===== src/rtl/core/vsaq_pkg.sv =====
`default_nettype none
// ----------------------------------------------------------------------------
// vsaq_pkg: shared types and constants
// Sample and alert payloads, register map, event codes and reset values.
// ----------------------------------------------------------------------------
package vsaq_pkg;

	localparam int unsigned RunW    = 8;
	localparam int unsigned SeqW    = 32;
	localparam int unsigned TimeW   = 32;
	localparam int unsigned ReasonW = 5;
	localparam int unsigned CfgIdxW = 3;
	localparam int unsigned CfgDataW = 56;

	localparam logic [RunW-1:0] RunMax = 8'd255;

	localparam int unsigned RsnHrLow   = 0;
	localparam int unsigned RsnHrHigh  = 1;
	localparam int unsigned RsnSpo2Low = 2;
	localparam int unsigned RsnTempLow = 3;
	localparam int unsigned RsnTempHigh = 4;

	localparam logic [15:0]         RstHrWarnLimits  = 16'd30770;
	localparam logic [6:0]          RstSpo2WarnLow   = 7'd90;
	localparam logic signed [15:0]  RstTempWarnLow   = 16'sd350;
	localparam logic signed [15:0]  RstTempWarnHigh  = 16'sd380;
	localparam logic [55:0]         RstCriticalLimits = 56'd434312802833960;
	localparam logic [RunW-1:0]     RstConfirmCount  = 8'd3;
	localparam logic [RunW-1:0]     RstClearCount    = 8'd3;
	localparam logic [TimeW-1:0]    RstRepeatMs      = 32'd30000;
	localparam logic [SeqW-1:0]     RstNextSeq       = 32'd1;

	typedef enum logic [CfgIdxW-1:0] {
		CFG_HR_WARN     = 3'd0,
		CFG_SPO2_WARN   = 3'd1,
		CFG_TEMP_LOW    = 3'd2,
		CFG_TEMP_HIGH   = 3'd3,
		CFG_CRITICAL    = 3'd4,
		CFG_CONFIRM     = 3'd5,
		CFG_CLEAR       = 3'd6,
		CFG_REPEAT      = 3'd7
	} cfg_idx_t;

	typedef enum logic [1:0] {
		KIND_TRIGGERED = 2'd0,
		KIND_REMINDER  = 2'd1,
		KIND_RECOVERED = 2'd2
	} kind_t;

	typedef enum logic [1:0] {
		SEV_NORMAL   = 2'd0,
		SEV_WARNING  = 2'd1,
		SEV_CRITICAL = 2'd2
	} sev_t;

	typedef struct packed {
		logic [7:0]         pulse_bpm;
		logic [6:0]         oxygen_saturation;
		logic signed [15:0] temperature;
		logic [TimeW-1:0]   timestamp_ms;
	} sample_t;

	typedef struct packed {
		kind_t              event_kind;
		sev_t               severity;
		logic [ReasonW-1:0] reason_mask;
		logic [SeqW-1:0]    sequence_number;
		logic [TimeW-1:0]   event_time_ms;
		logic [7:0]         event_pulse_bpm;
		logic [6:0]         event_oxygen;
		logic signed [15:0] event_temperature;
	} alert_t;

	typedef struct packed {
		logic [15:0]        hr_warn_limits;
		logic [6:0]         spo2_warn_low;
		logic signed [15:0] temp_warn_low;
		logic signed [15:0] temp_warn_high;
		logic [55:0]        critical_limits;
		logic [RunW-1:0]    confirm_count;
		logic [RunW-1:0]    clear_count;
		logic [TimeW-1:0]   repeat_interval_ms;
	} cfg_t;

	typedef struct packed {
		logic            fire;
		kind_t           kind;
		logic [SeqW-1:0] seq;
	} decision_t;

endpackage
`default_nettype wire


===== src/rtl/core/vsaq_cfg.sv =====
`default_nettype none
// ----------------------------------------------------------------------------
// vsaq_cfg: configuration register file
// Holds the limits, run counts and reminder interval; always ready.
// ----------------------------------------------------------------------------
module vsaq_cfg (
	input  wire logic                         clk,
	input  wire logic                         arst_n,
	input  wire logic                         cfg_valid,
	output logic                              cfg_ready,
	input  wire logic [vsaq_pkg::CfgIdxW-1:0] cfg_index,
	input  wire logic [vsaq_pkg::CfgDataW-1:0] cfg_data,
	output vsaq_pkg::cfg_t                    cfg
);
	import vsaq_pkg::*;

	cfg_t cfg_q;

	assign cfg_ready = 1'b1;
	assign cfg       = cfg_q;

	always_ff @(posedge clk or negedge arst_n) begin
		if (!arst_n) begin
			cfg_q.hr_warn_limits     <= RstHrWarnLimits;
			cfg_q.spo2_warn_low      <= RstSpo2WarnLow;
			cfg_q.temp_warn_low      <= RstTempWarnLow;
			cfg_q.temp_warn_high     <= RstTempWarnHigh;
			cfg_q.critical_limits    <= RstCriticalLimits;
			cfg_q.confirm_count      <= RstConfirmCount;
			cfg_q.clear_count        <= RstClearCount;
			cfg_q.repeat_interval_ms <= RstRepeatMs;
		end else if (cfg_valid && cfg_ready) begin
			unique case (cfg_idx_t'(cfg_index))
				CFG_HR_WARN:   cfg_q.hr_warn_limits     <= cfg_data[15:0];
				CFG_SPO2_WARN: cfg_q.spo2_warn_low      <= cfg_data[6:0];
				CFG_TEMP_LOW:  cfg_q.temp_warn_low      <= $signed(cfg_data[15:0]);
				CFG_TEMP_HIGH: cfg_q.temp_warn_high     <= $signed(cfg_data[15:0]);
				CFG_CRITICAL:  cfg_q.critical_limits    <= cfg_data[55:0];
				CFG_CONFIRM:   cfg_q.confirm_count      <= cfg_data[RunW-1:0];
				CFG_CLEAR:     cfg_q.clear_count        <= cfg_data[RunW-1:0];
				CFG_REPEAT:    cfg_q.repeat_interval_ms <= cfg_data[TimeW-1:0];
			endcase
		end
	end

endmodule
`default_nettype wire


===== src/rtl/core/vsaq_classify.sv =====
`default_nettype none
// ----------------------------------------------------------------------------
// vsaq_classify: limit checks
// Builds the reason mask from the warning limits and the severity from
// the critical limits for one sample; it is normal when no reason is set.
// ----------------------------------------------------------------------------
module vsaq_classify (
	input  wire vsaq_pkg::sample_t             sample,
	input  wire vsaq_pkg::cfg_t                cfg,
	output logic [vsaq_pkg::ReasonW-1:0]       reasons,
	output vsaq_pkg::sev_t                     severity
);
	import vsaq_pkg::*;

	logic [7:0]         hr_crit_low;
	logic [7:0]         hr_crit_high;
	logic [7:0]         spo2_crit_low;
	logic signed [15:0] temp_crit_low;
	logic signed [15:0] temp_crit_high;
	logic               critical;

	assign hr_crit_low    = cfg.critical_limits[7:0];
	assign hr_crit_high   = cfg.critical_limits[15:8];
	assign spo2_crit_low  = cfg.critical_limits[23:16];
	assign temp_crit_low  = $signed(cfg.critical_limits[39:24]);
	assign temp_crit_high = $signed(cfg.critical_limits[55:40]);

	always_comb begin
		reasons = '0;
		if (sample.pulse_bpm < cfg.hr_warn_limits[7:0]) begin
			reasons[RsnHrLow] = 1'b1;
		end else if (sample.pulse_bpm > cfg.hr_warn_limits[15:8]) begin
			reasons[RsnHrHigh] = 1'b1;
		end
		reasons[RsnSpo2Low] = sample.oxygen_saturation < cfg.spo2_warn_low;
		if (sample.temperature < cfg.temp_warn_low) begin
			reasons[RsnTempLow] = 1'b1;
		end else if (sample.temperature >= cfg.temp_warn_high) begin
			reasons[RsnTempHigh] = 1'b1;
		end
	end

	assign critical = (sample.pulse_bpm < hr_crit_low)
		|| (sample.pulse_bpm > hr_crit_high)
		|| ({1'b0, sample.oxygen_saturation} < spo2_crit_low)
		|| (sample.temperature < temp_crit_low)
		|| (sample.temperature >= temp_crit_high);

	always_comb begin
		priority if (reasons == '0) begin
			severity = SEV_NORMAL;
		end else if (critical) begin
			severity = SEV_CRITICAL;
		end else begin
			severity = SEV_WARNING;
		end
	end

endmodule
`default_nettype wire


===== src/rtl/core/vsaq_tracker.sv =====
`default_nettype none
// ----------------------------------------------------------------------------
// vsaq_tracker: alarm state
// Run counters, alarm flag, sequence number and last event time; decides
// whether the sample in stage one raises an event.
// ----------------------------------------------------------------------------
module vsaq_tracker (
	input  wire logic                        clk,
	input  wire logic                        arst_n,
	input  wire vsaq_pkg::cfg_t              cfg,
	input  wire logic                        advance,
	input  wire logic                        abnormal,
	input  wire logic [vsaq_pkg::TimeW-1:0]  now,
	output vsaq_pkg::decision_t              dec
);
	import vsaq_pkg::*;

	logic              active_q;
	logic [RunW-1:0]   abnormal_run_q;
	logic [RunW-1:0]   normal_run_q;
	logic [SeqW-1:0]   next_seq_q;
	logic [TimeW-1:0]  last_time_q;

	logic [RunW-1:0]   abnormal_run_d;
	logic [RunW-1:0]   normal_run_d;
	logic [TimeW-1:0]  elapsed;
	logic              trig;
	logic              remind;
	logic              recov;

	always_comb begin
		abnormal_run_d = '0;
		normal_run_d   = '0;
		if (abnormal) begin
			abnormal_run_d = (abnormal_run_q == RunMax) ? RunMax : abnormal_run_q + 1'b1;
		end else begin
			normal_run_d = (normal_run_q == RunMax) ? RunMax : normal_run_q + 1'b1;
		end
	end

	assign elapsed = now - last_time_q;
	assign trig    = abnormal && !active_q && (abnormal_run_d >= cfg.confirm_count);
	assign remind  = abnormal && active_q && (elapsed >= cfg.repeat_interval_ms);
	assign recov   = !abnormal && active_q && (normal_run_d >= cfg.clear_count);

	always_comb begin
		dec.fire = trig || remind || recov;
		dec.seq  = next_seq_q;
		priority if (trig) begin
			dec.kind = KIND_TRIGGERED;
		end else if (remind) begin
			dec.kind = KIND_REMINDER;
		end else begin
			dec.kind = KIND_RECOVERED;
		end
	end

	always_ff @(posedge clk or negedge arst_n) begin
		if (!arst_n) begin
			active_q       <= 1'b0;
			abnormal_run_q <= '0;
			normal_run_q   <= '0;
			next_seq_q     <= RstNextSeq;
			last_time_q    <= '0;
		end else if (advance) begin
			abnormal_run_q <= abnormal_run_d;
			normal_run_q   <= normal_run_d;
			if (trig) begin
				active_q <= 1'b1;
			end else if (recov) begin
				active_q <= 1'b0;
			end
			if (dec.fire) begin
				next_seq_q  <= next_seq_q + 1'b1;
				last_time_q <= now;
			end
		end
	end

`ifndef NO_ASSERTIONS
	a_seq_step: assert property (@(posedge clk) disable iff (!arst_n)
		advance && dec.fire |=> next_seq_q == $past(next_seq_q) + 1'b1)
		else $error("sequence number did not advance on event");

	a_active_rise: assert property (@(posedge clk) disable iff (!arst_n)
		$rose(active_q) |-> $past(advance && trig))
		else $error("alarm raised without trigger");

	a_runs_exclusive: assert property (@(posedge clk) disable iff (!arst_n)
		!(abnormal_run_q != '0 && normal_run_q != '0))
		else $error("abnormal and normal runs both nonzero");
`endif

endmodule
`default_nettype wire


===== src/rtl/core/vital_sign_alarm_qualifier.sv =====
`default_nettype none
// ----------------------------------------------------------------------------
// vital_sign_alarm_qualifier: vitals alarm qualification
// Checks each vitals sample against warning and critical limits, tracks
// abnormal and normal runs, and raises triggered, reminder and recovered
// alerts with a running sequence number.
//
//   channel  signals                            dir  transfer
//   sample   sample_valid/sample_stall/sample   in   valid && !stall
//   alert    alert_valid/alert_stall/alert      out  valid && !stall
//   cfg      cfg_valid/cfg_ready/cfg_index/data in   valid && ready
//
// One sample per cycle sustained unless a stalled alert holds stage one.
// Stage one holds the sample; limit checks and the alarm update sit between
// it and the alert register, and the alarm state moves as the sample leaves.
// Reset clears the alarm state, the run counters and all valid flags.
// A stalled alert holds stage one once it is full, and with it the sample
// input, whether or not the held sample raises an alert.
// ----------------------------------------------------------------------------
module vital_sign_alarm_qualifier (
	input  wire logic                          clk,
	input  wire logic                          arst_n,
	input  wire logic                          sample_valid,
	output logic                               sample_stall,
	input  wire vsaq_pkg::sample_t             sample,
	output logic                               alert_valid,
	input  wire logic                          alert_stall,
	output vsaq_pkg::alert_t                   alert,
	input  wire logic                          cfg_valid,
	output logic                               cfg_ready,
	input  wire logic [vsaq_pkg::CfgIdxW-1:0]  cfg_index,
	input  wire logic [vsaq_pkg::CfgDataW-1:0] cfg_data
);
	import vsaq_pkg::*;

	cfg_t               cfg;
	logic               valid_s1;
	sample_t            sample_s1;
	logic [ReasonW-1:0] reasons;
	sev_t               severity;
	decision_t          dec;
	logic               out_free;
	logic               advance;
	logic               alert_valid_q;
	alert_t             alert_q;

	vsaq_cfg u_cfg (
		.clk       (clk),
		.arst_n    (arst_n),
		.cfg_valid (cfg_valid),
		.cfg_ready (cfg_ready),
		.cfg_index (cfg_index),
		.cfg_data  (cfg_data),
		.cfg       (cfg)
	);

	vsaq_classify u_classify (
		.sample   (sample_s1),
		.cfg      (cfg),
		.reasons  (reasons),
		.severity (severity)
	);

	vsaq_tracker u_tracker (
		.clk      (clk),
		.arst_n   (arst_n),
		.cfg      (cfg),
		.advance  (advance),
		.abnormal (reasons != '0),
		.now      (sample_s1.timestamp_ms),
		.dec      (dec)
	);

	assign out_free     = !alert_valid_q || !alert_stall;
	assign advance      = valid_s1 && out_free;
	assign sample_stall = valid_s1 && !out_free;
	assign alert_valid  = alert_valid_q;
	assign alert        = alert_q;

	always_ff @(posedge clk or negedge arst_n) begin
		if (!arst_n) begin
			valid_s1 <= 1'b0;
		end else if (!sample_stall) begin
			valid_s1 <= sample_valid;
		end
	end

	always_ff @(posedge clk) begin
		if (sample_valid && !sample_stall) begin
			sample_s1 <= sample;
		end
	end

	always_ff @(posedge clk or negedge arst_n) begin
		if (!arst_n) begin
			alert_valid_q <= 1'b0;
		end else if (out_free) begin
			alert_valid_q <= advance && dec.fire;
		end
	end

	always_ff @(posedge clk) begin
		if (advance && dec.fire) begin
			alert_q.event_kind        <= dec.kind;
			alert_q.severity          <= severity;
			alert_q.reason_mask       <= reasons;
			alert_q.sequence_number   <= dec.seq;
			alert_q.event_time_ms     <= sample_s1.timestamp_ms;
			alert_q.event_pulse_bpm   <= sample_s1.pulse_bpm;
			alert_q.event_oxygen      <= sample_s1.oxygen_saturation;
			alert_q.event_temperature <= sample_s1.temperature;
		end
	end

`ifndef NO_ASSERTIONS
	a_stall_needs_s1: assert property (@(posedge clk) disable iff (!arst_n)
		sample_stall |-> valid_s1)
		else $error("stall with empty stage one");

	a_recovered_normal: assert property (@(posedge clk) disable iff (!arst_n)
		alert_valid && alert.event_kind == KIND_RECOVERED
		|-> alert.severity == SEV_NORMAL && alert.reason_mask == '0)
		else $error("recovered alert not normal");

	a_alert_from_s1: assert property (@(posedge clk) disable iff (!arst_n)
		$rose(alert_valid) |-> $past(valid_s1))
		else $error("alert without a sample in stage one");
`endif

endmodule
`default_nettype wire


===== config.mk =====
export PLATFORM = sky130hd
export DESIGN_NAME = vital_sign_alarm_qualifier
export DESIGN_NICKNAME = d
export VERILOG_FILES = /design/src/rtl/core/vsaq_pkg.sv /design/src/rtl/core/vsaq_cfg.sv /design/src/rtl/core/vsaq_classify.sv /design/src/rtl/core/vsaq_tracker.sv /design/src/rtl/core/vital_sign_alarm_qualifier.sv
export SDC_FILE = /design/constraint.sdc
export NUM_CORES = 1
export LEC_CHECK = 0
export BUFFER_PORTS_ARGS = -buffer_cell sky130_fd_sc_hd__buf_2
export CORE_ASPECT_RATIO = 1.5
export CORE_UTILIZATION = 59
export DETAILED_ROUTE_END_ITERATION = 6
export PLACE_DENSITY = 0.89
export SLEW_MARGIN = 20
export SYNTH_ARGS = -nofsm -noshare
export SYNTH_HDL_FRONTEND = slang
export SYNTH_HIERARCHICAL = 1
export SYNTH_SLANG_ARGS = --single-unit
export TNS_END_PERCENT = 5

===== constraint.sdc =====
create_clock -name clk -period 12.6 [get_ports clk]
set_input_delay 0.63 -clock clk [delete_from_list [all_inputs] [get_ports clk]]
set_output_delay 0.63 -clock clk [all_outputs]
set_load 0.02 [all_outputs]

**Word-level counts from Yosys, hierarchy flattened**

Cells that the tools add are included.

- Register bits: 409
- Bits of input ports: 127

- $add $sub $neg: 4
- $lt $le $gt $ge: 13
- Eq/ne operators: 9
- Muxes and demuxes: 14
- Reduce and logical (&&, ||, !) cells: 37

Operator list:

| cell | number |
|---|---|
| adder 32 x 1 -> 32 bit (second input constant) | 1 |
| >= comparator 16 bit | 2 |
| >= comparator 32 bit | 1 |
| < comparator 16 bit | 2 |
| 2-to-1 mux 8 bit | 4 |
| subtractor 32 bit | 1 |
| AND reduction 2 bit | 10 |
| adder 8 x 1 -> 8 bit (second input constant) | 2 |
| == test 8 bit (second input constant) | 2 |
| >= comparator 8 bit | 2 |
| > comparator 8 bit | 2 |
| < comparator 8 bit | 2 |
| == test 3 bit (second input constant) | 4 |
| logical AND 1 bit | 10 |
| < comparator 7 x 8 -> 1 bit | 1 |
| 2-to-1 mux 1 bit | 8 |
| logical OR 1 bit | 7 |
| < comparator 7 bit | 1 |
| == test 3 x 2 -> 1 bit (second input constant) | 2 |
| zero test 1 bit | 6 |
| zero test 5 bit | 1 |
| nonzero test 5 bit | 1 |
| 2-to-1 mux 2 bit | 2 |
| == test 3 x 1 -> 1 bit (second input constant) | 1 |
| other kinds (2) | 2 |

**Depth between registers and ports, before layout**

- Depth after elaboration: 10
- Depth in mapped cells: 24
- Mapped depth without buffers: 22

**By module**

The synthesis kept the hierarchy.

By module, submodules not included:

| module | times used | cells an instance | area an instance (um^2) |
|---|---|---|---|
| vsaq_tracker | 1 | 717 | 6722.7 |
| vsaq_cfg | 1 | 346 | 6118.4 |
| vital_sign_alarm_qualifier | 1 | 181 | 5126.2 |
| vsaq_classify | 1 | 366 | 2707.6 |

**Least setup slack after synthesis**

No wires, ideal clock.

- Path type: register to register
- Start: register sample_s1[1] in the netlist's numbering
- End: register alert_q, in the netlist alert[0] (enable)
- Library setup time: 0.602 ns
- Arrival time: 9.116 ns
- Slack: 2.882 ns
- Stages on the path, launching flop included: 20
- Clock period less this slack: 9.718 ns
- Path through: edfxtp_1 -> ha_1 -> nor2b_1 -> o31a_2 -> o21ai_2 -> o41ai_4 -> a41oi_2 -> o311ai_0 -> a21oi_1 -> xnor2_1 -> ha_1 -> nand4_1 -> nor2_1 -> nand2_1 -> or4_4 -> o2111ai_4 -> buf_2 -> or2_2 -> nand2_1 -> a21oi_1

RTL lines:

| what | line | RTL |
|---|---|---|
| from (decl) | vital_sign_alarm_qualifier.sv:38 | `sample_t sample_s1;` |
| from (signal assigned) | vital_sign_alarm_qualifier.sv:90 | `sample_s1 <= sample;` |
| to (decl) | vital_sign_alarm_qualifier.sv:45 | `alert_t alert_q;` |

==> flow_summary.ini <==
[outcome]
outcome = finished clean

[routing]
postRouteAntennaNets = 0
num_vias = 13500
drc = 0
drt_iter0_markers = 659
totalWireLength_um = 46400
wl_per_cell_um = 19.7
drt_first_pass_iters = 5
vias_per_cell = 5.73

[logic_synthesis]
synth_edf_count = 167
synth-seq-cells = 409
async_flop_share_pct = 59.2
yosysWarnings = 6
synth_flop_cell = dfrtp_1
synth.yosys.seq_area_share_pct = 53.9
synthCells = 1610
avgSynthCellArea_sq_um = 12.8
synth.net_count = 1924
synth_cell_types = 81
syn_area_sq_mm = 0.0207

[setup_path]
crit_path_start_kind = flop
cp_max_fo = 68
worst_ep_required_time_ns = 12.77
critPathKind = reg2reg
cp-end-kind = flop
arrival_ns = 6.28
r2r_cells = 21

[clock_tree]
numCtsBuffers = 38
h-tree-depth = 2
post-cts-setup-buffer-count = 0
clock_path_buffers = 3
cts_resized = 0
cts.clk_slew.worst_paths_ns = 0.07
hold_buffers = 0
cts_tree = done
cts_root_buf = clkbuf_16
cts.sinks = 409
insertion_delay_ns = 0.56

[hold_path]
hp-class = in2async

[sta]
fin_tns_setup_ns = 0
rsz0062_at_grt = no
drv_slew = 0
hold_violations = 0
setup_viol = 0
setup_ws_ns = 6.49
fin_skew_ns = 0.0268
post-route-min-period_ns = 6.11
slew-limit-headroom_pct = 33.7
fmax_mhz = 164
worst_pin_slew_ns = 0.994
fin_crit_sh_pct = 48.5

[power_and_ir_drop]
p_int_mw = 3.41
powerDensity_mw_per_mm2 = 227
p_sw_share_pct = 36.3
leakagePower_nw = 10.8
p_comb_share_pct = 40.0
clkPwrFrac_pct = 21.6
p_sw_mw = 1.94
seqPwrFrac_pct = 38.4
ir_drop_uv = 167

[placement]
dp_slack_ns = 6.59
place_inst = 2285
routabilityCongestion = 0.908
port_buffers = 232
dp.final_hpwl_um = 34100

[die]
die_height_um = 231
coreArea_sq_mm = 0.0344
fp-row-count = 83
start_util_pct = 60.1
die_x_um = 155
io_pins = 234
dieArea_sq_mm = 0.0358

[job]
cap_violations = 0

[cells_and_area]
drive_above_1_share_pct = 29.4
fin_nets = 2172
syn2layout_area_growth_pct = 13.9
fin_cells = 2357
fill_cells = 2399

[grt]
grt_remaining_overflow = 0
grt_max_degree = 85
grt_pass1_wl_um = 73600
grt_usage_pct = 26.7
antenna_found_initial = 4
grt_pass1_vias = 14100
[kinds of logic (layout without fill, tap and decap cells)]
group | Yosys count | in the layout | share of synthesized area (%)
fa+ha+maj | 187 | 187 | 11.4
simple gates | 247 | 247 | 6.52
compound gates | 259 | 259 | 8.48
other cells | 1 | 3 | 0.0181
flops | 409 | 409 | 53.9
xor+xnor | 67 | 67 | 2.84
buf+inv | 231 | 509 | 4.81
mux | 209 | 209 | 12.1
[power groups by stage]
stage / Sequential [mW] / Combinational [mW] / Clock (mW)
after floorplan: 2.24 / 1.41 / 0
after global placement: 2.05 / 2.03 / 0
after detailed placement: 2.07 / 2.12 / 0
after CTS: 2.05 / 2.14 / 1.18
after global routing: 2.09 / 2.35 / 1.23
final: 2.05 / 2.14 / 1.16
[final cells by class]
class	count	area, sq um	area share (%)
sequential	409	11100	47.3
multi-input combinational	970	8570	36.4
timing repair buffer	245	1280	5.42
clock buffer	49	1050	4.47
inverter	194	728	3.09
tap	467	584	2.48
clock inverter	21	204	0.866
antenna	2	5.00	0.0212
[worst max-delay path, cell delays in order, from the launching register on]
cell and delay (ns):
edfxtp_1 0.52, ha_1 0.42, nand2_1 0.10, or4_4 0.56, a21oi_2 0.13, nor3_1 0.08
mux2i_2 0.20, nor2_1 0.17, nor3_1 0.08, nand2_1 0.38, clkinv_1 0.37, nor3_1 0.34
ha_1 0.18, o2111ai_1 0.13, a21oi_1 0.15, o221ai_1 0.25, o2111ai_4 0.17, buf_4 0.35
or2_2 0.17, nand2_1 0.09, a21oi_4 0.13, buf_4 0.67
[layer usage]
metal | wire [um] | up-vias | GRT usage [%] | part of all wire (%)
met4 | 2920 | 2 | 16.8 | 6.3
met5 | 10 | - | 0 | 0.022
met2 | 23800 | 434 | 46.9 | 51
met1 | 17700 | 6617 | 30.4 | 38
li1 | - | 6290 | - | -
met3 | 1980 | 160 | 3.83 | 4.3
[cell usage after synthesis, types with 17 or more instances]
cell type / number / area [sq um]
mux2_4: 39 / 586
nand4_1: 26 / 163
a21o_1: 36 / 270
inv_1: 193 / 724
nand2_1: 41 / 154
dfrtp_1: 188 / 4700
dfstp_2: 54 / 1420
o21ai_0: 49 / 245
and3_1: 17 / 106
ha_1: 186 / 2330
mux2_2: 127 / 1430
a21oi_1: 66 / 330
nand3_1: 29 / 145
nor3_1: 18 / 90.1
edfxtp_1: 167 / 5010
xnor2_1: 56 / 490
mux2_1: 41 / 462
nor2_1: 53 / 199
[per-stage QoR]
step | total power, mW | util, % | hold slack [ns] | instance area (sq um)
after floorplan | 3.65 | - | 0.334 | 20700
after global placement | 4.09 | 64.8 | 0.460 | 22300
after detailed placement | 4.19 | 64.8 | 0.471 | 22300
after CTS | 5.37 | 68.5 | 0.0816 | 23500
after global routing | 5.67 | 68.5 | 0.108 | 23600
final | 5.35 | 68.5 | 0.0600 | 23600
[state kept, by name, indices dropped and copies added (netlist names)]
register and count:
alert_valid 1, sample_s1 63, u_tracker/normal_run_q 8, u_tracker/abnormal_run_q 8, u_tracker/next_seq_q 32, u_tracker/active_q 1
u_tracker/last_time_q 32, valid_s1 1, alert 104, u_cfg/cfg 159
[placed cells by master (no fill, tap or decap), types with 10 or more instances in the layout]
cell type and n:
inv_1 193, ha_1 186, a31oi_1 11, xor2_1 11, dfstp_2 54, a21oi_1 64, edfxtp_1 167, and3_1 17
clkbuf_16 39, nand2b_1 10, a21o_1 36, mux2_2 127, mux2_1 41, dfrtp_1 188, nor2b_1 14, buf_4 11
o21ai_1 10, o21ai_0 49, buf_2 231, nand4_1 26, nor3_1 18, o211ai_1 11, nand2_1 41, mux2_4 39
nand3_1 29, xnor2_1 56, o21a_1 10, nor2_1 53
[path summary, 6_finish.rpt]
| check | startpoint | endpoint | slack, ns |
|---|---|---|---|
| min in group clk | sample[52] | sample_s1[52]$_DFFE_PP_ | 0.24 |
| hold reg to reg | u_cfg/cfg[100]$_DFFE_PN0P_ | u_cfg/cfg[100]$_DFFE_PN0P_ | 0.48 |
| setup reg to reg | sample_s1[47]$_DFFE_PP_ | alert[61]$_DFFE_PP_ | 6.49 |
| hold / removal | arst_n | u_cfg/cfg[150]$_DFFE_PN0P_ | 0.06 |
| setup / recovery | sample_s1[47]$_DFFE_PP_ | alert[61]$_DFFE_PP_ | 6.49 |
| max in group asynchronous | arst_n | u_cfg/cfg[85]$_DFFE_PN0P_ | 11.36 |
(Power assumes the default switching activity.)
